## config.mk

```make
export PLATFORM = sky130hd
export DESIGN_NAME = sorted_list_toggle
export DESIGN_NICKNAME = d
export VERILOG_FILES = /design/src/slt_pkg.sv /design/src/slt_ram.sv /design/src/sorted_list_toggle.sv
export SDC_FILE = /design/constraint.sdc
export NUM_CORES = 1
export LEC_CHECK = 0
export CELL_PAD_IN_SITES_DETAIL_PLACEMENT = 0
export CELL_PAD_IN_SITES_GLOBAL_PLACEMENT = 1
export CORE_AREA = 2 2 348 316
export DETAILED_ROUTE_END_ITERATION = 6
export DIE_AREA = 0 0 350 318
export DONT_BUFFER_PORTS = 1
export GPL_TIMING_DRIVEN = 0
export PLACE_DENSITY = 0.74
export SYNTH_ARGS = -nofsm -noshare
export SYNTH_HDL_FRONTEND = slang
export SYNTH_SLANG_ARGS = --single-unit
```

## constraint.sdc

```tcl
create_clock -name clk -period 6.6 [get_ports clk]
set_clock_uncertainty 0.05 [all_clocks]
set_input_delay 0.33 -clock clk [delete_from_list [all_inputs] [get_ports clk]]
set_output_delay 0.33 -clock clk [all_outputs]
set_load 0.05 [all_outputs]
```

## src/slt_pkg.sv

```systemverilog
// ----------------------------------------------------------------------------
// slt_pkg: shared types and codes of the sorted list
// Word layouts for the command and result channels and the status codes.
// ----------------------------------------------------------------------------
package slt_pkg;

	localparam int DATA_W  = 32;
	localparam int COUNT_W = 6;

	localparam logic [1:0] ST_INSERTED = 2'd0;
	localparam logic [1:0] ST_REMOVED  = 2'd1;
	localparam logic [1:0] ST_DROPPED  = 2'd2;

	localparam logic CMD_LOAD   = 1'b0;
	localparam logic CMD_TOGGLE = 1'b1;

	typedef struct packed {
		logic                     cmd;
		logic signed [DATA_W-1:0] value;
	} in_word_t;

	typedef struct packed {
		logic                     is_element;
		logic [1:0]               status;
		logic signed [DATA_W-1:0] element;
		logic [COUNT_W-1:0]       entry_count;
		logic                     last;
	} out_word_t;

endpackage

```

## src/slt_ram.sv

```systemverilog
// ----------------------------------------------------------------------------
// slt_ram: entry store of the sorted list
// Simple dual-port memory, one write and one registered read per cycle.
// ----------------------------------------------------------------------------
module slt_ram import slt_pkg::*; #(
	parameter int DEPTH = 32
) (
	input  logic                     clk,
	input  logic                     wr_en,
	input  logic [$clog2(DEPTH)-1:0] wr_addr,
	input  logic [DATA_W-1:0]        wr_data,
	input  logic                     rd_en,
	input  logic [$clog2(DEPTH)-1:0] rd_addr,
	output logic [DATA_W-1:0]        rd_data
);

	logic [DATA_W-1:0] mem [DEPTH];

	always_ff @(posedge clk) begin
		if (wr_en) begin
			mem[wr_addr] <= wr_data;
		end
		if (rd_en) begin
			rd_data <= mem[rd_addr];
		end
	end

endmodule

```

## src/sorted_list_toggle.sv

```systemverilog
// ----------------------------------------------------------------------------
// sorted_list_toggle: ascending sorted list with insert, toggle and dump
// Keeps up to DEPTH signed words in order in one memory with a single read
// and a single write port. A load word inserts its value ahead of equal
// entries; a toggle word removes the first equal entry or inserts the value,
// then dumps the list; an insert into a full list is dropped. Busy stays high
// from acceptance until the last result word has been registered; results
// come one per cycle with a strobe and cannot be held off. The single memory
// read port is stepped one entry per cycle through search, move and dump.
// ----------------------------------------------------------------------------
module sorted_list_toggle import slt_pkg::*; #(
	parameter int DEPTH = 32
) (
	input  logic      clk,
	input  logic      arst_n,
	input  logic      start,
	output logic      busy,
	input  in_word_t  item,
	output logic      result_strobe,
	output out_word_t result
);

	localparam int AW = $clog2(DEPTH);
	localparam int CW = $clog2(DEPTH + 1);
	localparam logic [CW-1:0] ONE  = CW'(1);
	localparam logic [CW-1:0] FULL = CW'(DEPTH);

	localparam logic [2:0] S_IDLE   = 3'd0;
	localparam logic [2:0] S_SCAN   = 3'd1;
	localparam logic [2:0] S_SHIFT  = 3'd2;
	localparam logic [2:0] S_PLACE  = 3'd3;
	localparam logic [2:0] S_STATUS = 3'd4;
	localparam logic [2:0] S_DUMP   = 3'd5;

	logic [2:0]               state_q;
	logic                     cmd_q;
	logic signed [DATA_W-1:0] value_q;
	logic [CW-1:0]            count_q;
	logic [CW-1:0]            idx_q;
	logic [CW-1:0]            moves_q;
	logic                     up_q;
	logic [CW-1:0]            pos_q;
	logic [1:0]               status_q;
	logic                     rv_s1;
	logic [AW-1:0]            addr_s1;
	out_word_t                result_q;
	logic                     result_strobe_q;

	logic              rd_en;
	logic [AW-1:0]     rd_addr;
	logic [DATA_W-1:0] rd_data;
	logic              wr_en;
	logic [AW-1:0]     wr_addr;
	logic [DATA_W-1:0] wr_data;
	logic              hit;
	logic              scan_done;
	logic              scan_found;
	logic [CW-1:0]     scan_pos;
	logic              dump_last;

	slt_ram #(.DEPTH(DEPTH)) u_ram (
		.clk     (clk),
		.wr_en   (wr_en),
		.wr_addr (wr_addr),
		.wr_data (wr_data),
		.rd_en   (rd_en),
		.rd_addr (rd_addr),
		.rd_data (rd_data)
	);

	assign hit        = rv_s1 && ($signed(rd_data) >= value_q);
	assign scan_done  = hit || ((idx_q == count_q) && !rv_s1);
	assign scan_found = hit && (rd_data == value_q);
	assign scan_pos   = hit ? CW'(addr_s1) : count_q;
	assign dump_last  = CW'(addr_s1) == (count_q - ONE);

	always_comb begin
		rd_en   = 1'b0;
		rd_addr = idx_q[AW-1:0];
		wr_en   = 1'b0;
		wr_addr = pos_q[AW-1:0];
		wr_data = value_q;
		unique case (state_q)
			S_SCAN: begin
				rd_en = (idx_q < count_q) && !hit;
			end
			S_SHIFT: begin
				rd_en   = moves_q != '0;
				wr_en   = rv_s1;
				wr_addr = up_q ? addr_s1 + AW'(1) : addr_s1 - AW'(1);
				wr_data = rd_data;
			end
			S_PLACE: begin
				wr_en = 1'b1;
			end
			S_STATUS: begin
				rd_en   = (cmd_q == CMD_TOGGLE) && (count_q != '0);
				rd_addr = '0;
			end
			S_DUMP: begin
				rd_en = idx_q < count_q;
			end
			default: begin
				rd_en = 1'b0;
			end
		endcase
	end

	always_ff @(posedge clk or negedge arst_n) begin
		if (!arst_n) begin
			state_q         <= S_IDLE;
			count_q         <= '0;
			idx_q           <= '0;
			moves_q         <= '0;
			up_q            <= 1'b0;
			rv_s1           <= 1'b0;
			result_strobe_q <= 1'b0;
		end else begin
			rv_s1           <= rd_en;
			result_strobe_q <= 1'b0;
			unique case (state_q)
				S_IDLE: begin
					if (start) begin
						idx_q   <= '0;
						state_q <= S_SCAN;
					end
				end
				S_SCAN: begin
					if (scan_done) begin
						if ((cmd_q == CMD_TOGGLE) && scan_found) begin
							up_q    <= 1'b0;
							idx_q   <= scan_pos + ONE;
							moves_q <= count_q - scan_pos - ONE;
							count_q <= count_q - ONE;
							state_q <= S_SHIFT;
						end else if (count_q == FULL) begin
							state_q <= S_STATUS;
						end else begin
							up_q    <= 1'b1;
							idx_q   <= count_q - ONE;
							moves_q <= count_q - scan_pos;
							count_q <= count_q + ONE;
							state_q <= S_SHIFT;
						end
					end else if (rd_en) begin
						idx_q <= idx_q + ONE;
					end
				end
				S_SHIFT: begin
					if (rd_en) begin
						idx_q   <= up_q ? idx_q - ONE : idx_q + ONE;
						moves_q <= moves_q - ONE;
					end else if (!rv_s1) begin
						state_q <= up_q ? S_PLACE : S_STATUS;
					end
				end
				S_PLACE: begin
					state_q <= S_STATUS;
				end
				S_STATUS: begin
					result_strobe_q <= 1'b1;
					idx_q           <= ONE;
					if ((cmd_q == CMD_LOAD) || (count_q == '0)) begin
						state_q <= S_IDLE;
					end else begin
						state_q <= S_DUMP;
					end
				end
				S_DUMP: begin
					if (rd_en) begin
						idx_q <= idx_q + ONE;
					end
					if (rv_s1) begin
						result_strobe_q <= 1'b1;
						if (dump_last) begin
							state_q <= S_IDLE;
						end
					end
				end
				default: begin
					state_q <= S_IDLE;
				end
			endcase
		end
	end

	always_ff @(posedge clk) begin
		addr_s1 <= rd_addr;
		if ((state_q == S_IDLE) && start) begin
			cmd_q   <= item.cmd;
			value_q <= item.value;
		end
		if ((state_q == S_SCAN) && scan_done) begin
			pos_q <= scan_pos;
			if ((cmd_q == CMD_TOGGLE) && scan_found) begin
				status_q <= ST_REMOVED;
			end else if (count_q == FULL) begin
				status_q <= ST_DROPPED;
			end else begin
				status_q <= ST_INSERTED;
			end
		end
		if (state_q == S_STATUS) begin
			result_q.is_element  <= 1'b0;
			result_q.status      <= status_q;
			result_q.element     <= '0;
			result_q.entry_count <= COUNT_W'(count_q);
			result_q.last        <= (cmd_q == CMD_LOAD) || (count_q == '0);
		end else if ((state_q == S_DUMP) && rv_s1) begin
			result_q.is_element  <= 1'b1;
			result_q.status      <= status_q;
			result_q.element     <= rd_data;
			result_q.entry_count <= COUNT_W'(count_q);
			result_q.last        <= dump_last;
		end
	end

	assign busy          = state_q != S_IDLE;
	assign result_strobe = result_strobe_q;
	assign result        = result_q;

	a_count_bound: assert property (@(posedge clk) disable iff (!arst_n)
		count_q <= FULL)
		else $error("entry count above depth");

	a_done_last: assert property (@(posedge clk) disable iff (!arst_n)
		$fell(busy) |-> result_strobe && result.last)
		else $error("block idle without a final result word");

	a_write_window: assert property (@(posedge clk) disable iff (!arst_n)
		wr_en |-> (state_q == S_SHIFT) || (state_q == S_PLACE))
		else $error("memory write outside move or place");

	a_dump_burst: assert property (@(posedge clk) disable iff (!arst_n)
		result_strobe && result.is_element |-> $past(result_strobe))
		else $error("gap in list dump");

	a_accept_busy: assert property (@(posedge clk) disable iff (!arst_n)
		start && !busy |=> busy)
		else $error("accepted word did not raise busy");

endmodule
```

# == Word level (Yosys, flattened, before mapping) ==
# Memories as Yosys holds them, arrays and structs flattened. A register that Yosys moved wholly into a read port is not among the register bits.
# Cells that the tools add are included.
# totals
word_cells,117
mem_bits_rw,1024
register_bits,111
output_inout_bits,44
in_bits,36
mem_count,1
# memory_table
memory,words,width,read_ports,rd_ports_with_merged_regs,wr,line_no,rtl
u_ram.mem,32,32,1,1,1,slt_ram.sv:17,logic [DATA_W-1:0] mem [DEPTH];
# classes
n_eq_ne,19
n_addsub,10
n_reduce_logical,25
n_bitwise,1
n_mux,42
order_cmp,2
# ops
operator,n
two-way mux 6 bit,14
two-way mux 41 bit,2
== test 32 bit,1
greater-or-equal comparator 32 bit,1
two-way mux 32 bit,1
two-way mux 3 bit,10
case mux 6 bit (5 select lines),1
subtractor 6 x 1 -> 6 bit (second input constant),4
adder 6 x 1 -> 6 bit (second input constant),3
case mux 3 bit (6 select lines),1
inequality test 2 bit (second input constant),8
two-way mux 5 bit,3
case mux 6 bit (2 select lines),1
nonzero test 6 bit,2
logical AND 1 bit,9
AND reduction 4 bit,2
== test 3 x 2 -> 1 bit (second input constant),2
== test 3 bit (second input constant),2
== test 5 x 6 -> 1 bit,1
== test 6 bit,1
== test 6 bit (second input constant),1
zero test 6 bit,1
< comparator 6 bit,1
AND reduction 6 bit,1
18 further kinds,26

# == Logic depth before layout (Yosys ltp) ==
# Gate-level depths: netlist of the first run.
# depth
depth_word,8
depth_mapped,22
mapped_depth_nobuf,21

# == Modules after synthesis ==
# From an unflattened synthesis of the first run, not the netlist that was laid out.
# unflattened
hier_cells,3013
hier_area_um2,47536.8
# by_module_without_submodules
module,n_inst,seq_area_each_um2,cells_each,area_each_um2
slt_ram,1,31710.4,2260,40807.9
sorted_list_toggle,1,2832.7,753,6729.0

# == Worst setup path before layout of the first run ==
# OpenSTA, ideal clock, no wires.
# synth_path
path_type,flip-flop to flip-flop
start,"register u_ram.rd_data[31], read port of u_ram.mem"
end,register idx_q[5]
setup_ns,0.134
required_time_ns,6.416
path_stages_with_launch,12
n_path_buf,0
arrival_time_ns,4.148
synth_period_minus_slack_ns,4.331
setup_slack_ns,2.269
path_cell_list,edfxtp_1 ha_1 nand4_4 nor4_4 o311ai_1 a21oi_2 nor4_1 o21ai_1 nand4_1 nor2b_1 o22ai_1 a31oi_1
# synth_between
elab_chain_len,8
word_cells_on_any_way,18
cone_classes,add/sub: 1; order compare: 1; eq/ne: 3; mux: 6; reduce/logical: 7
# synth_lines
item,line_no,rtl
"start, declared",slt_ram.sv:14,output logic [DATA_W-1:0] rd_data
greater-or-equal comparator 32 bit *,sorted_list_toggle.sv:71,assign hit = rv_s1 && ($signed(rd_data) >= value_q);
logical AND 1 bit *,sorted_list_toggle.sv:71,
zero test 1 bit *,sorted_list_toggle.sv:85,rd_en = (idx_q < count_q) && !hit;
logical AND 1 bit *,sorted_list_toggle.sv:85,
case mux 1 bit (4 select lines) *,sorted_list_toggle.sv:83,unique case (state_q)
net rd_en,sorted_list_toggle.sv:49,logic rd_en;
two-way mux 6 bit,-,
two-way mux 6 bit,sorted_list_toggle.sv:129,if (scan_done) begin
case mux 6 bit (5 select lines),sorted_list_toggle.sv:121,unique case (state_q)
"end signal, assigned",sorted_list_toggle.sv:132,idx_q <= scan_pos + ONE;
"end signal, assigned",sorted_list_toggle.sv:140,idx_q <= count_q - ONE;
"end signal, assigned",sorted_list_toggle.sv:146,idx_q <= idx_q + ONE;
"end, declared",sorted_list_toggle.sv:39,logic [CW-1:0] idx_q;
# The timed path passes the listed nets; every way through them passes the cells marked *.
# A chain may end at the register's enable or synchronous reset.

# == Final worst setup path of the first run ==
# layout_path
start,"register u_ram.rd_data[6], read port of u_ram.mem"
end,register moves_q[5]
# layout_between
elab_chain_len,8
word_cells_on_any_way,20
cone_classes,add/sub: 2; order compare: 1; eq/ne: 4; mux: 6; reduce/logical: 7
# layout_lines
item,line_no,rtl
greater-or-equal comparator 32 bit *,sorted_list_toggle.sv:71,
logical AND 1 bit *,sorted_list_toggle.sv:71,
two-way mux 6 bit *,sorted_list_toggle.sv:74,assign scan_pos = hit ? CW'(addr_s1) : count_q;
net scan_pos[0],sorted_list_toggle.sv:58,logic [CW-1:0] scan_pos;
subtractor 6 bit *,"sorted_list_toggle.sv:133, sorted_list_toggle.sv:141",
subtractor 6 x 1 -> 6 bit or two-way mux 6 bit (tied branches),"sorted_list_toggle.sv:133, sorted_list_toggle.sv:136",
two-way mux 6 bit *,sorted_list_toggle.sv:130,if ((cmd_q == CMD_TOGGLE) && scan_found) begin
two-way mux 6 bit *,sorted_list_toggle.sv:129,
case mux 6 bit (2 select lines) *,sorted_list_toggle.sv:121,
"end signal, assigned",sorted_list_toggle.sv:133,moves_q <= count_q - scan_pos - ONE;
"end signal, assigned",sorted_list_toggle.sv:141,moves_q <= count_q - scan_pos;
"end signal, assigned",sorted_list_toggle.sv:152,moves_q <= moves_q - ONE;
"end, declared",sorted_list_toggle.sv:40,logic [CW-1:0] moves_q;
# The timed path passes the listed nets; every way through them passes the cells marked *. The select of a mux whose other input is x is not followed.

==> flow_metrics.env, run 1 <==
export IMPL_outcome="complete, but fails checks"
export IMPL_violations="design-rule violations"
export IMPL_synth_edff_count=1105
export IMPL_route_detailed_drc=1
export IMPL_antennaDiodeCount=0
export IMPL_cts_buffer_depth=3
export IMPL_areaGrowthSynthToFinish_pct=15.6
export IMPL_wl_um=134000
export IMPL_power_static_leakage_nw=18.2
export IMPL_hp_class="primary input to asynchronous set/reset pin"
export IMPL_cp_max_fo=10
export IMPL_synthMostInstantiatedCell="edfxtp_1"
export IMPL_grt_pass1_wl_um=196000
export IMPL_antenna_left=0
export IMPL_period_share=0.811
export IMPL_hold_violations=0
export IMPL_rsz0062_at_grt="false"
export IMPL_htree_num_levels=3
export IMPL_dp_hpwl_um=93700
export IMPL_relSlewSlack=0.132
export IMPL_wl_per_cell_um=25.9
export IMPL_core_area_um2=108000
export IMPL_critPathKind="register to register"
export IMPL_dr_total_vias=30300
export IMPL_grt_pass1_vias=29500
export IMPL_grt_max_degree=33
export IMPL_tightest_slew_ns=1.30
export IMPL_yosysWarnings=0
export IMPL_r2r_start="u_ram.rd_data[6]"
export IMPL_rows=115
export IMPL_critPathLaunch="u_ram.rd_data[6]"
export IMPL_drive_gt1_frac=0.120
export IMPL_cts_root_buf="clkbuf_16"
export IMPL_ys_top_cells_by_area="edfxtp_1 (69%), nand2_1 (5.4%), mux4_2 (3.0%)"
export IMPL_die_h_um=318
export IMPL_cts_sinks=1167
export IMPL_die_x_um=350
export IMPL_maxCapViolations=0
export IMPL_clk_insertion_delay_late_ns=0.72
export IMPL_numCtsBuffers=114
export IMPL_fin_tns_setup_ns=0
export IMPL_syn_inst=3388
export IMPL_n_fill_cell=9007
export IMPL_globalplace_congestion=0.854
export IMPL_drv_slew=0
export IMPL_cts_tree="built"
export IMPL_finalWorstPathRequiredPeriod_ns=5.35
export IMPL_synth_top_area_share=0.690
export IMPL_cts_setup_buffers=0
export IMPL_syn_nets=3480
export IMPL_synth_seq_cells=1167
export IMPL_hold_slack_ns=0.0810
export IMPL_ys_top_cells_by_count="edfxtp_1 (1105), nand2_1 (695), clkbuf_1 (188)"
export IMPL_peakVddDrop_v=0.000311
export IMPL_overflow=0
export IMPL_power_density_nw_per_um2=433
export IMPL_grt_usage=0.240
export IMPL_clkSlewWorstSetupHoldPaths_ns=0.06
export IMPL_netlist_area_um2=48100
export IMPL_io_pins=80
export IMPL_worstSetupStartpointType="register"
export IMPL_yosys_most_used_dff="edfxtp_1"
export IMPL_vias_per_cell=5.86
export IMPL_numPortBuffers=0
export IMPL_ys_seq_area_frac=0.719
export IMPL_antenna_found_initial=2
export IMPL_die_area_um2=111000
export IMPL_setup_violations_final=0
export IMPL_fmax_ghz=0.187
export IMPL_first_iter_violations=3668
export IMPL_cp_end_kind="register"
export IMPL_yosysTopAreaCell="edfxtp_1"
export IMPL_avgSynthCellArea_um2=14.2
export IMPL_drt_first_pass_iters=7
export IMPL_start_util=0.445
export IMPL_ys_async_sr_fraction=0.0206
export IMPL_fin_nets=3699
export IMPL_arrival_ns=5.94
export IMPL_worstPathRequired_ns=7.18
export IMPL_ys_types=77
==> state kept, by name, indices dropped and copies added, names as in the netlist, 2 cells and up <==
register	cells
idx_q	6
value_q	32
result	42
u_ram.rd_data	32
u_ram.mem	1024
pos_q	5
addr_s1	5
state_q	3
status_q	2
moves_q	6
count_q	6
==> logic make-up after synthesis <==
kind of cell | after synthesis | synth area share
AOI/OAI and AO/OA | 554 | 0.0799
xor gates and xnor gates | 26 | 0.00474
adders and majority gates | 56 | 0.0147
buffers and inverters | 284 | 0.0224
DFF | 1167 | 0.719
muxes | 204 | 0.0612
and+or+nand+nor | 1097 | 0.0982
==> layer usage <==
layer / up-vias / global-route usage / share of wire
met3: 210 / 0.0500 / 0.087
met1: 15400 / 0.347 / 0.43
met5: - / 0 / 0.000097
met4: 2 / 0.0770 / 0.032
met2: 1346 / 0.364 / 0.45
li1: 13400 / - / -
==> power breakdown <==
part / internal [mW] / leakage (nW) / switching (mW) / total [mW]
Sequential: 9.60 / 10.6 / 0.546 / 10.1
Combinational: 2.36 / 5.87 / 5.22 / 7.58
Clock: 3.53 / 1.76 / 2.82 / 6.35
Total: 15.5 / 18.2 / 8.58 / 24.1
==> layout by cell type, fill, tap and decap left out, types with 16 or more instances in the layout <==
cell / instances
edfxtp_1: 1105
nand2_1: 695
clkbuf_1: 219
nand3_1: 153
a311oi_1: 128
clkbuf_16: 119
o21ai_0: 116
a21oi_1: 82
nor2_1: 75
mux2i_1: 72
and3_1: 70
mux2_2: 65
mux4_2: 64
inv_1: 61
ha_1: 55
o211ai_1: 38
dfxtp_1: 38
a211oi_1: 35
dlygate4sd3_1: 35
o31ai_1: 34
nor2_4: 33
a311o_1: 32
o21ai_2: 30
clkinv_1: 30
buf_8: 30
buf_12: 28
buf_1: 26
dfrtp_1: 24
clkinv_2: 17
nor3_1: 16
xnor2_1: 16
==> area by class of cell <==
type	count	area (µm²)	share of cell area
multi-input cells	1937	12800	0.231
repair buffers	103	1640	0.0295
clock buffers	153	3140	0.0564
flip-flops and latches	1167	34500	0.622
plain buffers	218	830	0.0149
inverters	66	248	0.00446
well taps	1462	1830	0.0329
clock inverters	61	500	0.00901
==> worst max-delay path, stage by stage (launching register included) <==
cell,delay [ns]
edfxtp_1,0.43
ha_1,0.34
a21oi_1,0.07
a21boi_0,0.78
o311ai_1,0.32
a21oi_2,0.46
nor3_4,0.14
buf_6,0.18
o21ai_0,0.51
ha_1,0.36
inv_1,0.08
ha_1,0.25
a21oi_1,0.17
nor2b_1,0.06
o21ai_0,0.14
o31ai_1,0.10
a211o_1,0.27
a31o_1,0.20
and3_1,0.15
o31ai_2,0.20
==> worst paths after layout <==
kind / to / slack (ns) / cells after the start
setup reg to reg: moves_q[5] / 1.25 / 19
setup / recovery: moves_q[5] / 1.25 / 19
min in group clk: idx_q[5] / 0.13 / 5
hold reg to reg: moves_q[4] / 0.49 / 2
max in group asynchronous: moves_q[0] / 6.26 / 3
hold / removal: count_q[0] / 0.08 / 3
==> stage by stage <==
step | power, mW | utilization | instances | worst slack, ns | cell area, µm²
finish | 24.1 | 0.514 | 5167 | 1.25 | 55600
global route | 25.0 | 0.514 | 5167 | 1.05 | 55600
CTS | 24.1 | 0.514 | 5167 | 1.53 | 55600
detailed placement | 17.8 | 0.477 | 4916 | 1.54 | 51500
global placement | 17.4 | 0.462 | 4850 | 0.247 | 49900
floorplan | 14.7 | - | 3388 | 2.27 | 48100
==> timing repair <==
item | CTS | global route
hold buffers | 37 | 0
resized for setup | 0 | 0
hold endpoints to repair | 59 | 0
(Power assumes the default switching activity.)
==> inputs of run 2 (changes only) <==
Settings changed: ABC_AREA from default to 1, CORE_AREA 2 2 348 316 to 2 2 346 314, DIE_AREA 0 0 350 318 to 0 0 348 316, PLACE_DENSITY 0.74 to 0.78.
Clock period 6.6 ns to 4.9 ns, I/O delays scaled along.
==> flow_metrics.env, run 2 <==
export IMPL_post_place_ws_ns=0.115
export IMPL_clkSlewWorstSetupHoldPaths_ns=0.06
export IMPL_worstPathRequired_ns=5.23
export IMPL_r2r_end="u_ram.rd_data[15]"
export IMPL_ys_top_cells_by_count="edfxtp_1 (1105), nor2_1 (673), o21ai_0 (668)"
export IMPL_dr_total_vias=32600
export IMPL_grt_usage=0.262
export IMPL_power_density_nw_per_um2=669
export IMPL_setup_violations_final=0
export IMPL_start_util=0.446
export IMPL_antenna_left=0
export IMPL_antenna_found_initial=0
export IMPL_syn_inst=3755
export IMPL_synthAdderAreaFrac=0.0149
export IMPL_grt_use_met1=0.377
export IMPL_ys_seq_area_frac=0.726
export IMPL_synth_seq_cells=1167
export IMPL_numPortBuffers=0
export IMPL_numCtsBuffers=115
export IMPL_yosysWarnings=0
export IMPL_synth_compound_area_frac=0.142
export IMPL_grt_met2_usage=0.386
export IMPL_die_h_um=316
export IMPL_drv_slew=0
export IMPL_cts_sinks=1167
export IMPL_ys_top_cells_by_area="edfxtp_1 (70%), o21ai_0 (7.0%), nor2_1 (5.3%)"
export IMPL_use_met3=0.0664
export IMPL_multi_input_area_um2=12100
export IMPL_period_share=0.954
export IMPL_htree_num_levels=3
export IMPL_critPathKind="register to register"
export IMPL_r2r_start="state_q[1]"
export IMPL_core_area_um2=107000
export IMPL_power_static_leakage_nw=18.5
export IMPL_hold_slack_ns=0.0291
export IMPL_areaGrowthSynthToFinish_pct=17.4
export IMPL_yosys_most_used_dff="edfxtp_1"
export IMPL_reg2reg_depth=13
export IMPL_synth_top_area_share=0.698
export IMPL_hp_class="primary input to asynchronous set/reset pin"
export IMPL_fin_tns_setup_ns=0
export IMPL_avgSynthCellArea_um2=12.7
export IMPL_synth_simple_gate_area_share=0.0819
export IMPL_rows=114
export IMPL_synth_mux_area_frac=0
export IMPL_die_x_um=348
export IMPL_globalplace_congestion=0.985
export IMPL_netlist_area_um2=47600
export IMPL_placed_cell_area_um2=51500
export IMPL_worstSetupStartpointType="register"
export IMPL_die_area_um2=110000
export IMPL_peakVddDrop_v=0.000355
export IMPL_final_cell_mix="edfxtp_1 (1105), nor2_1 (640), o21ai_0 (635), clkbuf_1 (209), nand2_1 (190)"
export IMPL_first_iter_violations=4325
export IMPL_largest_register_ffs=1024
export IMPL_io_pins=80
export IMPL_synth_xor_area_frac=0.00423
export IMPL_wl_um=146000
export IMPL_dp_hpwl_um=102000
export IMPL_drive_gt1_frac=0.0965
export IMPL_grt_pass1_wl_um=209000
export IMPL_cp_end_kind="register"
export IMPL_outcome="complete, no violations"
export IMPL_hold_violations=0
export IMPL_route_detailed_drc=0
export IMPL_ys_async_sr_fraction=0.0206
export IMPL_cp_max_fo=10
export IMPL_maxCapViolations=0
export IMPL_final_common_cell="edfxtp_1"
export IMPL_drt_first_pass_iters=5
export IMPL_clk_insertion_delay_late_ns=0.71
export IMPL_fin_ws_ns=0.225
export IMPL_fmax_ghz=0.214
export IMPL_synth_edff_count=1105
export IMPL_ys_types=49
export IMPL_vias_per_cell=5.95
export IMPL_yosysTopAreaCell="edfxtp_1"
export IMPL_cts_tree="built"
export IMPL_cts_buffer_depth=3
export IMPL_rsz0062_at_grt="false"
export IMPL_syn_nets=3847
export IMPL_synth_top_family_by_area="compound AO/OA/AOI/OAI gates"
export IMPL_wl_per_cell_um=26.8
export IMPL_register_area_um2=34500
export IMPL_synthMostInstantiatedCell="edfxtp_1"
export IMPL_regMostFlops="u_ram.mem"
export IMPL_tightest_slew_ns=1.44
export IMPL_fin_nets=4064
export IMPL_rrSetupSlack_ns=0.22
export IMPL_grt_pass1_vias=30700
export IMPL_grt_max_degree=43
export IMPL_relSlewSlack=0.0422
export IMPL_arrival_ns=5.00
export IMPL_finalWorstPathRequiredPeriod_ns=4.68
export IMPL_overflow=0
export IMPL_grt_busiest_layer="met2"
export IMPL_cts_setup_buffers=0
export IMPL_n_fill_cell=8848
export IMPL_fin_area_um2=55800
export IMPL_cts_root_buf="clkbuf_16"
[run 2: changes by cell type after synthesis, moves of 64 or more]
cell      before  now
nor2_1       108  673
o21ai_0      148  668
nand2_1      695  190
a311oi_1     128    0
o22ai_1       10  128
nand3_1      153   37
mux2i_1       72    0
and3_1        70    1
mux2_2        65    0
mux4_2        64    0
o221ai_1       2   66
o22a_1         0   64
[run 2: cell families (layout without fill, tap and decap cells)]
family | count (synthesis) | after routing
buf+inv | 372 | 688
compound gates | 1160 | 1160
fa+ha+maj | 56 | 56
xor+xnor | 23 | 23
other cells | 0 | 6
flops | 1167 | 1167
simple gates | 977 | 977
[run 2: metrics by stage]
| step | std cells | total power, mW | utilization |
|---|---|---|---|
| after floorplan | 3755 | 21.4 | - |
| after global placement | 5147 | 26.7 | 0.463 |
| after detailed placement | 5211 | 27.9 | 0.483 |
| after CTS | 5464 | 37.1 | 0.524 |
| after global routing | 5463 | 38.7 | 0.524 |
| final | 5469 | 37.3 | 0.524 |
[run 2: area by class of cell]
| cell class | count | area share |
|---|---|---|
| plain buffers | 242 | 0.0178 |
| inverters | 129 | 0.00867 |
| multi-input cells | 2216 | 0.217 |
| clock buffers | 145 | 0.0554 |
| repair buffers | 101 | 0.0352 |
| clock inverters | 71 | 0.0156 |
| flip-flops and latches | 1167 | 0.619 |
| well taps | 1392 | 0.0312 |
| diodes | 6 | 0.000269 |
[run 2: where the power goes]
part           switching (mW)  internal, mW  leakage, nW
clock network            3.82          5.42         1.94
logic                    10.1          3.78         5.93
registers               0.848          13.4         10.6
[run 2: how the worst max path moves through the flow]
stage / from / to / slack, ns / cells after the start
3_5_place_dp: state_q[1] / u_ram.rd_data[18] / 0.11 / 11
4_1_cts: state_q[1] / u_ram.rd_data[18] / 0.1 / 11
6_report: state_q[1] / u_ram.rd_data[15] / 0.22 / 13
5_1_grt: state_q[1] / u_ram.rd_data[15] / 0.20 / 13
2_1_floorplan: up_q / u_ram.mem[20][0] / 1.40 / 10
3_3_place_gp: state_q[2] / u_ram.mem[30][12] / -2.23 / 7
[run 2: timing repair]
action	CTS	global route
hold buffers	37	0
hold endpoints to repair	64	0
resized for setup	0	0
setup endpoints to repair	0	2
[run 2: routing by layer]
metal	part of all wire	up-vias	routed length [µm]
met5	0	-	0
met4	0.037	0	5350
met3	0.12	222	17800
met2	0.43	1745	63100
met1	0.41	16200	60100
li1	-	14400	-
[run 2: worst max-delay path, cell delays in order (launching register included)]
cell and delay [ns]:
dfrtp_1 0.41, nor2_1 0.10, nand2_2 0.21, inv_2 0.15, nor2_2 0.69, inv_2 0.35
buf_2 0.36, clkbuf_1 0.30, o21ai_0 0.22, o22ai_1 0.10, o21ai_0 0.14, a21oi_1 0.14
nor3_1 0.89, a31oi_1 0.18
